--- src/design/prle_pkg.sv ---
// shared types and constants of the palette run-length encoder
package prle_pkg;

	// count width of the wide mode, between 8 and 16
	localparam int COUNT_BITS = 16;
	localparam int LENGTH_BITS = 16;
	localparam int VALUE_BITS = 8;
	localparam int CFG_INDEX_BITS = 2;
	localparam int CFG_DATA_BITS = 16;

	localparam logic [LENGTH_BITS-1:0] NARROW_CAP = LENGTH_BITS'(255);
	localparam logic [LENGTH_BITS-1:0] WIDE_CAP = LENGTH_BITS'((32'd1 << COUNT_BITS) - 32'd1);
	localparam logic [LENGTH_BITS-1:0] WIDTH_RESET = LENGTH_BITS'(320);

	localparam int QUEUE_DEPTH = 4;
	localparam int QPTR_BITS = $clog2(QUEUE_DEPTH);
	localparam int QCOUNT_BITS = $clog2(QUEUE_DEPTH + 1);

	typedef enum logic [CFG_INDEX_BITS-1:0] {
		REG_WIDE_COUNTS = 2'd0,
		REG_ROWED_MODE  = 2'd1,
		REG_IMAGE_WIDTH = 2'd2
	} cfg_reg_t;

	typedef struct packed {
		logic [LENGTH_BITS-1:0] length;
		logic [VALUE_BITS-1:0]  value;
		logic                   final_flag;
	} run_word_t;

	// up to two run words from one pixel, older one in word0
	typedef struct packed {
		logic      wr0;
		logic      wr1;
		run_word_t word0;
		run_word_t word1;
	} push_t;

endpackage

--- src/design/prle_front.sv ---
// front part: config registers, run tracking and run word generation
module prle_front (
	input  logic                                clk,
	input  logic                                arst_n,
	input  logic                                cfg_valid,
	output logic                                cfg_ready,
	input  logic [prle_pkg::CFG_INDEX_BITS-1:0] cfg_index,
	input  logic [prle_pkg::CFG_DATA_BITS-1:0]  cfg_data,
	input  logic                                pixel_valid,
	output logic                                pixel_ready,
	input  logic [prle_pkg::VALUE_BITS-1:0]     pixel_in,
	input  logic                                last_pixel,
	input  logic                                room,
	output prle_pkg::push_t                     push
);

	logic                             wide_counts_q;
	logic                             rowed_mode_q;
	logic [prle_pkg::LENGTH_BITS-1:0] image_width_q;
	logic [prle_pkg::VALUE_BITS-1:0]  held_value_q;
	logic [prle_pkg::LENGTH_BITS-1:0] run_count_q;
	logic [prle_pkg::LENGTH_BITS-1:0] column_pos_q;

	logic                             accept;
	logic [prle_pkg::LENGTH_BITS-1:0] cap;
	logic                             flush_old;
	logic [prle_pkg::LENGTH_BITS-1:0] new_count;
	logic [prle_pkg::VALUE_BITS-1:0]  new_value;
	logic [prle_pkg::LENGTH_BITS-1:0] col_next;
	logic                             row_end;
	logic                             close_new;

	assign cfg_ready = 1'b1;
	assign pixel_ready = room;
	assign accept = pixel_valid && room;

	always_ff @(posedge clk or negedge arst_n) begin
		if (!arst_n) begin
			wide_counts_q <= 1'b0;
			rowed_mode_q <= 1'b0;
			image_width_q <= prle_pkg::WIDTH_RESET;
		end else if (cfg_valid) begin
			unique case (prle_pkg::cfg_reg_t'(cfg_index))
				prle_pkg::REG_WIDE_COUNTS: wide_counts_q <= cfg_data[0];
				prle_pkg::REG_ROWED_MODE:  rowed_mode_q <= cfg_data[0];
				prle_pkg::REG_IMAGE_WIDTH: image_width_q <= cfg_data;
				default: begin
				end
			endcase
		end
	end

	always_comb begin
		cap = wide_counts_q ? prle_pkg::WIDE_CAP : prle_pkg::NARROW_CAP;
		// open run closes first on a new value or a count already at the cap
		flush_old = (run_count_q != '0) &&
			((pixel_in != held_value_q) || (run_count_q >= cap));
		if (flush_old || (run_count_q == '0)) begin
			new_count = prle_pkg::LENGTH_BITS'(1);
			new_value = pixel_in;
		end else begin
			new_count = run_count_q + prle_pkg::LENGTH_BITS'(1);
			new_value = held_value_q;
		end
		col_next = column_pos_q + prle_pkg::LENGTH_BITS'(1);
		row_end = (col_next == image_width_q);
		close_new = (new_count >= cap) || (rowed_mode_q && row_end) || last_pixel;

		push.wr0 = accept && flush_old;
		push.wr1 = accept && close_new;
		push.word0.length = run_count_q;
		push.word0.value = held_value_q;
		push.word0.final_flag = 1'b0;
		push.word1.length = new_count;
		push.word1.value = new_value;
		push.word1.final_flag = last_pixel;
	end

	always_ff @(posedge clk or negedge arst_n) begin
		if (!arst_n) begin
			held_value_q <= '0;
			run_count_q <= '0;
			column_pos_q <= '0;
		end else if (accept) begin
			held_value_q <= new_value;
			run_count_q <= close_new ? '0 : new_count;
			column_pos_q <= (row_end || last_pixel) ? '0 : col_next;
		end
	end

	a_image_end_clears: assert property (@(posedge clk) disable iff (!arst_n)
		accept && last_pixel |=> (run_count_q == '0) && (column_pos_q == '0))
		else $error("state not cleared after final pixel");

	a_no_empty_run: assert property (@(posedge clk) disable iff (!arst_n)
		push.wr0 || push.wr1 |->
			(!push.wr0 || push.word0.length != '0) && (push.word1.length != '0))
		else $error("run word with zero length");

endmodule

--- src/design/prle_queue.sv ---
// back part: short run word queue, two writes and one read per cycle
module prle_queue (
	input  logic                         clk,
	input  logic                         arst_n,
	input  prle_pkg::push_t              push,
	output logic                         room,
	output logic                         run_valid,
	input  logic                         run_ready,
	output prle_pkg::run_word_t          head
);

	localparam int PB = prle_pkg::QPTR_BITS;
	localparam int CB = prle_pkg::QCOUNT_BITS;

	prle_pkg::run_word_t mem_q [prle_pkg::QUEUE_DEPTH];
	logic [PB-1:0] wr_ptr_q;
	logic [PB-1:0] rd_ptr_q;
	logic [CB-1:0] count_q;

	logic [CB-1:0]       n_push;
	logic                pop;
	prle_pkg::run_word_t first_word;
	logic [PB-1:0]       wr_ptr_next;

	assign n_push = CB'(push.wr0) + CB'(push.wr1);
	assign pop = run_valid && run_ready;
	assign run_valid = (count_q != '0);
	assign head = mem_q[rd_ptr_q];
	// room for two words, so the worst pixel never overruns
	assign room = (count_q <= CB'(prle_pkg::QUEUE_DEPTH - 2));
	assign first_word = push.wr0 ? push.word0 : push.word1;
	assign wr_ptr_next = wr_ptr_q + PB'(1);

	always_ff @(posedge clk) begin
		if (push.wr0 || push.wr1) begin
			mem_q[wr_ptr_q] <= first_word;
		end
		if (push.wr0 && push.wr1) begin
			mem_q[wr_ptr_next] <= push.word1;
		end
	end

	always_ff @(posedge clk or negedge arst_n) begin
		if (!arst_n) begin
			wr_ptr_q <= '0;
			rd_ptr_q <= '0;
			count_q <= '0;
		end else begin
			wr_ptr_q <= wr_ptr_q + n_push[PB-1:0];
			if (pop) begin
				rd_ptr_q <= rd_ptr_q + PB'(1);
			end
			count_q <= count_q + n_push - CB'(pop);
		end
	end

	a_count_bounded: assert property (@(posedge clk) disable iff (!arst_n)
		count_q <= CB'(prle_pkg::QUEUE_DEPTH))
		else $error("queue count beyond depth");

	a_push_has_room: assert property (@(posedge clk) disable iff (!arst_n)
		push.wr0 || push.wr1 |-> count_q + n_push <= CB'(prle_pkg::QUEUE_DEPTH))
		else $error("queue overrun");

endmodule

--- src/design/palette_run_length_encoder_unit.sv ---
// top level of the palette run-length encoder
//
//  channel | direction | handshake               | word
//  cfg     | in        | cfg_valid / cfg_ready   | cfg_index, cfg_data
//  pixel   | in        | pixel_valid / pixel_ready | pixel_in, last_pixel
//  run     | out       | run_valid / run_ready   | run_length, run_value, final_run
//
// one pixel per clock while ready; a pixel closing two runs queues two words
// four-entry queue drains one word per clock on run_ready, which sets the rate
// pixel_ready drops when fewer than two queue entries are free
// run words appear in the cycle after their pixel at the earliest
// reset clears config to narrow counts, unrowed, width 320, with no open run
module palette_run_length_encoder_unit (
	input  logic                                clk,
	input  logic                                arst_n,
	input  logic                                cfg_valid,
	output logic                                cfg_ready,
	input  logic [prle_pkg::CFG_INDEX_BITS-1:0] cfg_index,
	input  logic [prle_pkg::CFG_DATA_BITS-1:0]  cfg_data,
	input  logic                                pixel_valid,
	output logic                                pixel_ready,
	input  logic [prle_pkg::VALUE_BITS-1:0]     pixel_in,
	input  logic                                last_pixel,
	output logic                                run_valid,
	input  logic                                run_ready,
	output logic [prle_pkg::LENGTH_BITS-1:0]    run_length,
	output logic [prle_pkg::VALUE_BITS-1:0]     run_value,
	output logic                                final_run
);

	prle_pkg::push_t     push;
	prle_pkg::run_word_t head;
	logic                room;

	prle_front u_front (
		.clk         (clk),
		.arst_n      (arst_n),
		.cfg_valid   (cfg_valid),
		.cfg_ready   (cfg_ready),
		.cfg_index   (cfg_index),
		.cfg_data    (cfg_data),
		.pixel_valid (pixel_valid),
		.pixel_ready (pixel_ready),
		.pixel_in    (pixel_in),
		.last_pixel  (last_pixel),
		.room        (room),
		.push        (push)
	);

	prle_queue u_queue (
		.clk       (clk),
		.arst_n    (arst_n),
		.push      (push),
		.room      (room),
		.run_valid (run_valid),
		.run_ready (run_ready),
		.head      (head)
	);

	assign run_length = head.length;
	assign run_value = head.value;
	assign final_run = head.final_flag;

endmodule
--- config.mk ---
export PLATFORM = sky130hd
export DESIGN_NAME = palette_run_length_encoder_unit
export DESIGN_NICKNAME = d
export VERILOG_FILES = /design/src/design/prle_pkg.sv /design/src/design/prle_front.sv /design/src/design/prle_queue.sv /design/src/design/palette_run_length_encoder_unit.sv
export SDC_FILE = /design/constraint.sdc
export NUM_CORES = 1
export LEC_CHECK = 0
export BUFFER_PORTS_ARGS = -buffer_cell sky130_fd_sc_hd__buf_2
export CAP_MARGIN = 20
export CORE_ASPECT_RATIO = 0.75
export CORE_MARGIN = 2
export CORE_UTILIZATION = 35
export DETAILED_ROUTE_END_ITERATION = 6
export GPL_ROUTABILITY_DRIVEN = 0
export GPL_TIMING_DRIVEN = 0
export HOLD_SLACK_MARGIN = 0.02
export PLACE_DENSITY = 0.6
export SYNTH_ARGS = -nofsm -noshare
export SYNTH_HDL_FRONTEND = slang
export SYNTH_SLANG_ARGS = --single-unit
--- constraint.sdc ---
create_clock -name clk -period 5.81 [get_ports clk]
set_clock_uncertainty 0.2 [all_clocks]
set_input_delay 0.581 -clock clk [delete_from_list [all_inputs] [get_ports clk]]
set_output_delay 0.581 -clock clk [all_outputs]
set_load 0.05 [all_outputs]
[After elaboration in Yosys (flattened, before gate mapping)]
Memory sizes are Yosys's and may differ from the RTL's.
Cells that the tools add are included.
Storage, ports and cells
  bits in writable memories: 100
  memories kept: 1
  output and inout bits: 28
  input bits: 32
  bits in registers: 65
Operators by class
  magnitude comparators: 3
  add/subtract/negate cells: 8
  multiplexer cells: 10
  equality and inequality tests: 4
  reductions and logical operators: 20
Memories
  u_queue.mem_q: words 4, bits a word 25, read ports 1, clocked after memory_dff 0, wr ports 2, RTL line prle_queue.sv:15  | prle_pkg::run_word_t mem_q [prle_pkg::QUEUE_DEPTH];
Operators by type and width (count)
  $mux W16: 4
  $add A16 B1 Y16 const B: 2
  $ge A16 B16 Y1: 2
  $mux W25: 1
  $eq A16 B16 Y1: 1
  $logic_not A16 Y1: 1
  $reduce_bool A16 Y1: 1
  $mux W8: 1
  $ne A8 B8 Y1: 1
  $logic_and A1 B1 Y1: 7
  $logic_or A1 B1 Y1: 6
  $reduce_and A2 Y1: 3
  $add A2 B1 Y2 const B: 2
  $mux W1: 4
  $add A3 B3 Y3: 1
  $le A3 B2 Y1 const B: 1
  $reduce_bool A3 Y1: 1
  $sub A3 B1 Y3: 1
  $add A1 B1 Y2: 1
  $add A2 B2 Y2: 1
  $eq A2 B1 Y1 const B: 1
  $eq A2 B2 Y1 const B: 1
  $logic_not A2 Y1: 1

[Depth between registers and ports, before layout]
  depth after elaboration: 13
  gate-level depth with buffers: 25
  gate-level depth less buffers: 23

[Hierarchy]
A second synthesis with hierarchy kept.
Second synthesis, totals
  cell total of the unflattened synthesis: 893
  area, all modules: 9953.3 um^2
Modules (own cells, without submodules)
  prle_queue: area each 5770.5 um^2, cells each 410, times used 1
  prle_front: area each 4182.8 um^2, cells each 483, times used 1

[Least setup slack after synthesis]
OpenSTA, ideal clock, no wires.
  path kind: flip-flop to flip-flop
  from: register u_front.wide_counts_q
  to: memory u_queue.mem_q[1][0] (netlist bit) (enable)
  stages on the path, launching flop included: 22
  setup slack: -401 ps
  data required time: 5164 ps
  data arrival time: 5566 ps
  period minus slack after synthesis: 6211 ps
  cells stage by stage: dfrtp_1 > inv_1 > ha_1 > a21o_1 > a211oi_1 > a211o_1 > nand3_1 > buf_2 > nor2_1 > ha_1 > and4_1 > nand3_1 > nor4_1 > nand3_1 > o211ai_1 > a31o_4 > buf_6 > nand2_1 > inv_1 > ha_1 > nor2_1 > a211oi_1
RTL lines
  start, declared: RTL line prle_front.sv:17  | logic wide_counts_q;
  start signal, assigned: RTL line prle_front.sv:44  | prle_pkg::REG_WIDE_COUNTS: wide_counts_q <= cfg_data[0];
  end, declared: RTL line prle_queue.sv:15

==> key figures <==
Floorplan
  – Die H: between 100 and 150 µm
  – Die Wd: approximately 190 µm
  – Die area: approximately 0.027 mm²
  – Core area: 0.0251 mm²
  – Top Ports: 60
  – Row count: 50
  – Effective utilization at floorplan: 0.358

Synthesis
  – Count of cell types in the netlist: ~60
  – Synthesized instance count: 759
  – Seq cells post-synth: 165
  – Sequential fraction of the synthesis area: 0.514
  – EDFF count, synth: 100
  – Main synth FF type: edfxtp_1
  – Syn nets: 817
  – Mapped Area: 0.00901 mm²
  – Syn Area/Cell: 11.9 µm²
  – Synth warnings: 0
  – Ys async rst share: 0.394

Finish
  – Final Core Density: 0.428
  – Layout area overhead: 19.5%
  – Layout Nets: 920
  – Layout cell share with drive strength beyond 1: 0.285
  – Post-route design area: 0.0108 mm²
  – ANT cells: 0

Setup path
  – Kind of start point of the critical path: flop
  – Worst endpoint required time: 5.79 ns
  – Critical path's top delay family: compound AO/OA/AOI/OAI gates
  – CP Cell Sequence: clkinvlp_4 -> buf_4 -> ha_1 -> a21oi_1 -> nand3_1 -> nor3_2 -> nand3_4 -> buf_8 -> nor2_4 -> ha_1 -> a21oi_1 -> a2bb2oi_1 -> a21oi_1 -> o31ai_1 -> o211ai_1 -> a31o_4 -> buf_6 -> nand2_1 -> inv_1 -> ha_2 -> and3_1 -> nor2_4 -> buf_4 -> mux2_2
  – CP arrival: 5.56 ns
  – Buf/Inv on CP: 6
  – Slowest stage cell on the critical path: dfrtp_2
  – Worst-path maximum fanout: 10
  – Slowest Stage Delay on Critical Path: roughly 0.38 ns
  – Setup crit end kind: flop
  – Critical path class: reg -> reg
  – Most frequent CP cell: a21oi_1

Place
  – I/O Buffers: 58
  – Placed cell area: 0.00988 mm²
  – HPWL after detailed placement: 16100 µm

Routing
  – Drt wl/cell: about 19 µm
  – DRT Pass-1 Iters: 5
  – Routed wire length: 23100 µm
  – DRC: 0
  – Vias: 6405
  – Initial drt markers: about 540
  – Final ANT Viol Nets: 0
  – Post-DR vias/cell: around 5.3

Clock tree
  – Worst skew pair latency: roughly 0.43 ns
  – CTS tree: yes
  – Clock Pin Slew Worst Setup and Hold Paths: roughly 0.070 ns
  – Root buffer cell: clkbuf_16
  – Clock buffer depth: 2
  – Clk sinks: 165
  – TritonCTS buffer count: 17
  – H-tree lvl count: 4

GRT
  – Antenna violations before repair: 0
  – Total gr overflow: 0
  – Vias in the first global route: 6160
  – Largest net degree at the start of global routing: 36
  – Total GRT Usage: 0.177
  – First-pass GRT wire length: roughly 36000 µm

Power
  – Final Power: 4.85 mW
  – Worst VDD drop: approximately 270 µV
  – Power per cell area: 450 mW/mm²
  – Pleak: 4.46 nW

STA
  – Worst Max-Slew Pin Slew: around 0.94 ns
  – Slew HR: 0.375
  – Final min period: 5.58 ns
  – Fmax: approximately 180 MHz
  – Hold Fails Final Rpt: 0
  – Final setup violation count: 0
  – Max-slew violations: 0
  – Hold slack: 0.178 ns
  – Period utilization: 0.960

Status
  – Outcome: finished clean

Run
  – Maxcap violations: 0

Min path
  – Hold crit path type: in -> reg
worst paths after layout:
| path | start | endpoint | slack [ns] | depth (start not counted) |
|---|---|---|---|---|
| setup / recovery | u_front.wide_counts_q | u_queue.mem_q[0][7] | 0.23 | 24 |
| hold / removal | cfg_data[7] | u_front.image_width_q[7] | 0.18 | 2 |
| setup reg to reg | u_front.wide_counts_q | u_queue.mem_q[0][7] | 0.23 | 24 |
| hold reg to reg | u_queue.count_q[2] | u_queue.count_q[2] | 0.30 | 1 |
| max in group asynchronous | arst_n | u_front.run_count_q[0] | 4.39 | 3 |
| min in group asynchronous | arst_n | u_front.image_width_q[3] | 0.45 | 2 |
state kept, by name (all words and copies together) (netlist names), 2 cells and up:
register / count
u_queue.mem_q: 100
u_front.column_pos_q: 16
u_front.image_width_q: 16
u_front.run_count_q: 16
u_front.held_value_q: 8
u_queue.count_q: 3
u_queue.rd_ptr_q: 2
u_queue.wr_ptr_q: 2
layout make-up:
| type | count | area [µm²] |
|---|---|---|
| plain buffers | 54 | 289 |
| flip-flops and latches | 165 | 4630 |
| clock inverters | 13 | 145 |
| fillers | 2360 | 14400 |
| repair inverters | 1 | 7.51 |
| multi-input cells | 524 | 4200 |
| repair buffers | 83 | 558 |
| clock buffers | 19 | 453 |
| well taps | 338 | 423 |
| inverters | 16 | 63.8 |
cell usage after synthesis (all sizes together), types with 2 or more instances:
cell type	number	share of area
nor2b	8	0.0056
nand2b	9	0.0062
a21o	51	0.043
nand3b	3	0.0025
mux2i	7	0.0078
xnor2	29	0.028
and3	13	0.0090
nand3	20	0.011
inv	15	0.0062
buf	22	0.015
dfrtp	63	0.17
o41ai	4	0.0039
a22o	8	0.0078
edfxtp	100	0.33
nor3b	2	0.0017
dfstp	2	0.0058
xor2	18	0.017
nor3	12	0.0067
and4	2	0.0019
ha	25	0.035
or4	2	0.0021
clkbuf	32	0.013
o31ai	4	0.0033
or3	10	0.0069
mux4	25	0.062
nand2	85	0.035
a211oi	6	0.0050
nor2	35	0.015
a21oi	13	0.0072
o21a	3	0.0025
a211o	3	0.0029
o21ai	43	0.024
nand4	10	0.010
nor4	7	0.0072
mux2	50	0.062
and2	4	0.0028
worst reg2reg max path, stage by stage, from the launching register on:
cell and delay, ns:
dfrtp_2 0.38, clkinvlp_4 0.18, buf_4 0.19, ha_1 0.32, a21oi_1 0.15, nand3_1 0.11
nor3_2 0.25, nand3_4 0.19, buf_8 0.20, nor2_4 0.16, ha_1 0.28, a21oi_1 0.17
a2bb2oi_1 0.20, a21oi_1 0.10, o31ai_1 0.21, o211ai_1 0.22, a31o_4 0.27, buf_6 0.15
nand2_1 0.11, inv_1 0.06, ha_2 0.22, and3_1 0.21, nor2_4 0.21, buf_4 0.25
mux2_2 0.35
layer usage:
layer,part of all wire,up-vias,global-route usage
met5,0,-,0
met4,0.020,0,0.0612
met3,0.053,33,0.0317
met2,0.42,175,0.247
met1,0.51,3173,0.273
li1,-,3024,-
cell families (layout without fill, tap and decap cells):
group,count (synthesis),count (layout),share of synthesized area
flip-flops,165,165,0.514
buffers and inverters,70,186,0.0351
AND/OR/NAND/NOR,223,223,0.125
XOR/XNOR,47,47,0.0457
adder cells (fa/ha/maj),26,26,0.0369
AO/OA/AOI/OAI,145,145,0.110
multiplexers,82,82,0.133
other,1,1,0.000416
repair_timing:
item | 4_1_cts | 5_1_grt
cloned | 1 | 0
buffers inserted | 12 | 6
pin swaps | 5 | 2
hold buffers | 1 | 0
resized for setup | 32 | 13
endpoints found under the hold margin | 28 | 0
setup endpoints to repair | 198 | 193
layout by cell type, fill, tap and decap left out, types with 12 or more instances in the layout:
| cell type | synthesis | layout |
|---|---|---|
| edfxtp_1 | 100 | 100 |
| o21ai_0 | 40 | 40 |
| clkbuf_16 | 0 | 17 |
| a21oi_1 | 13 | 12 |
| xor2_1 | 18 | 18 |
| clkbuf_1 | 31 | 27 |
| a21o_1 | 50 | 48 |
| and3_1 | 13 | 13 |
| dfrtp_1 | 63 | 62 |
| inv_1 | 15 | 13 |
| buf_4 | 4 | 27 |
| nor2_1 | 35 | 25 |
| buf_2 | 12 | 64 |
| mux2_2 | 50 | 50 |
| nand2_1 | 85 | 85 |
| mux4_2 | 25 | 25 |
| ha_1 | 25 | 24 |
| nand3_1 | 20 | 19 |
| xnor2_1 | 29 | 29 |
power breakdown:
part           internal (mW)  switching, mW  leakage [nW]  total [mW]
sequential              1.55          0.169          1.71        1.72
clock                  0.662          0.495         0.287        1.16
combinational          0.679           1.29          2.47        1.97
total                   2.89           1.95          4.46        4.85
through the flow:
stage / std cells / TNS [ns] / setup WS (ns)
after global routing: 1213 / -0.0228 / -0.0182
after CTS: 1207 / -0.0283 / -0.0114
final: 1213 / 0 / 0.232
after global placement: 1155 / -271.05 / -3.45
after detailed placement: 1161 / -114.07 / -0.925
after floorplan: 759 / -20.06 / -0.401
(Power assumes the default switching activity.)
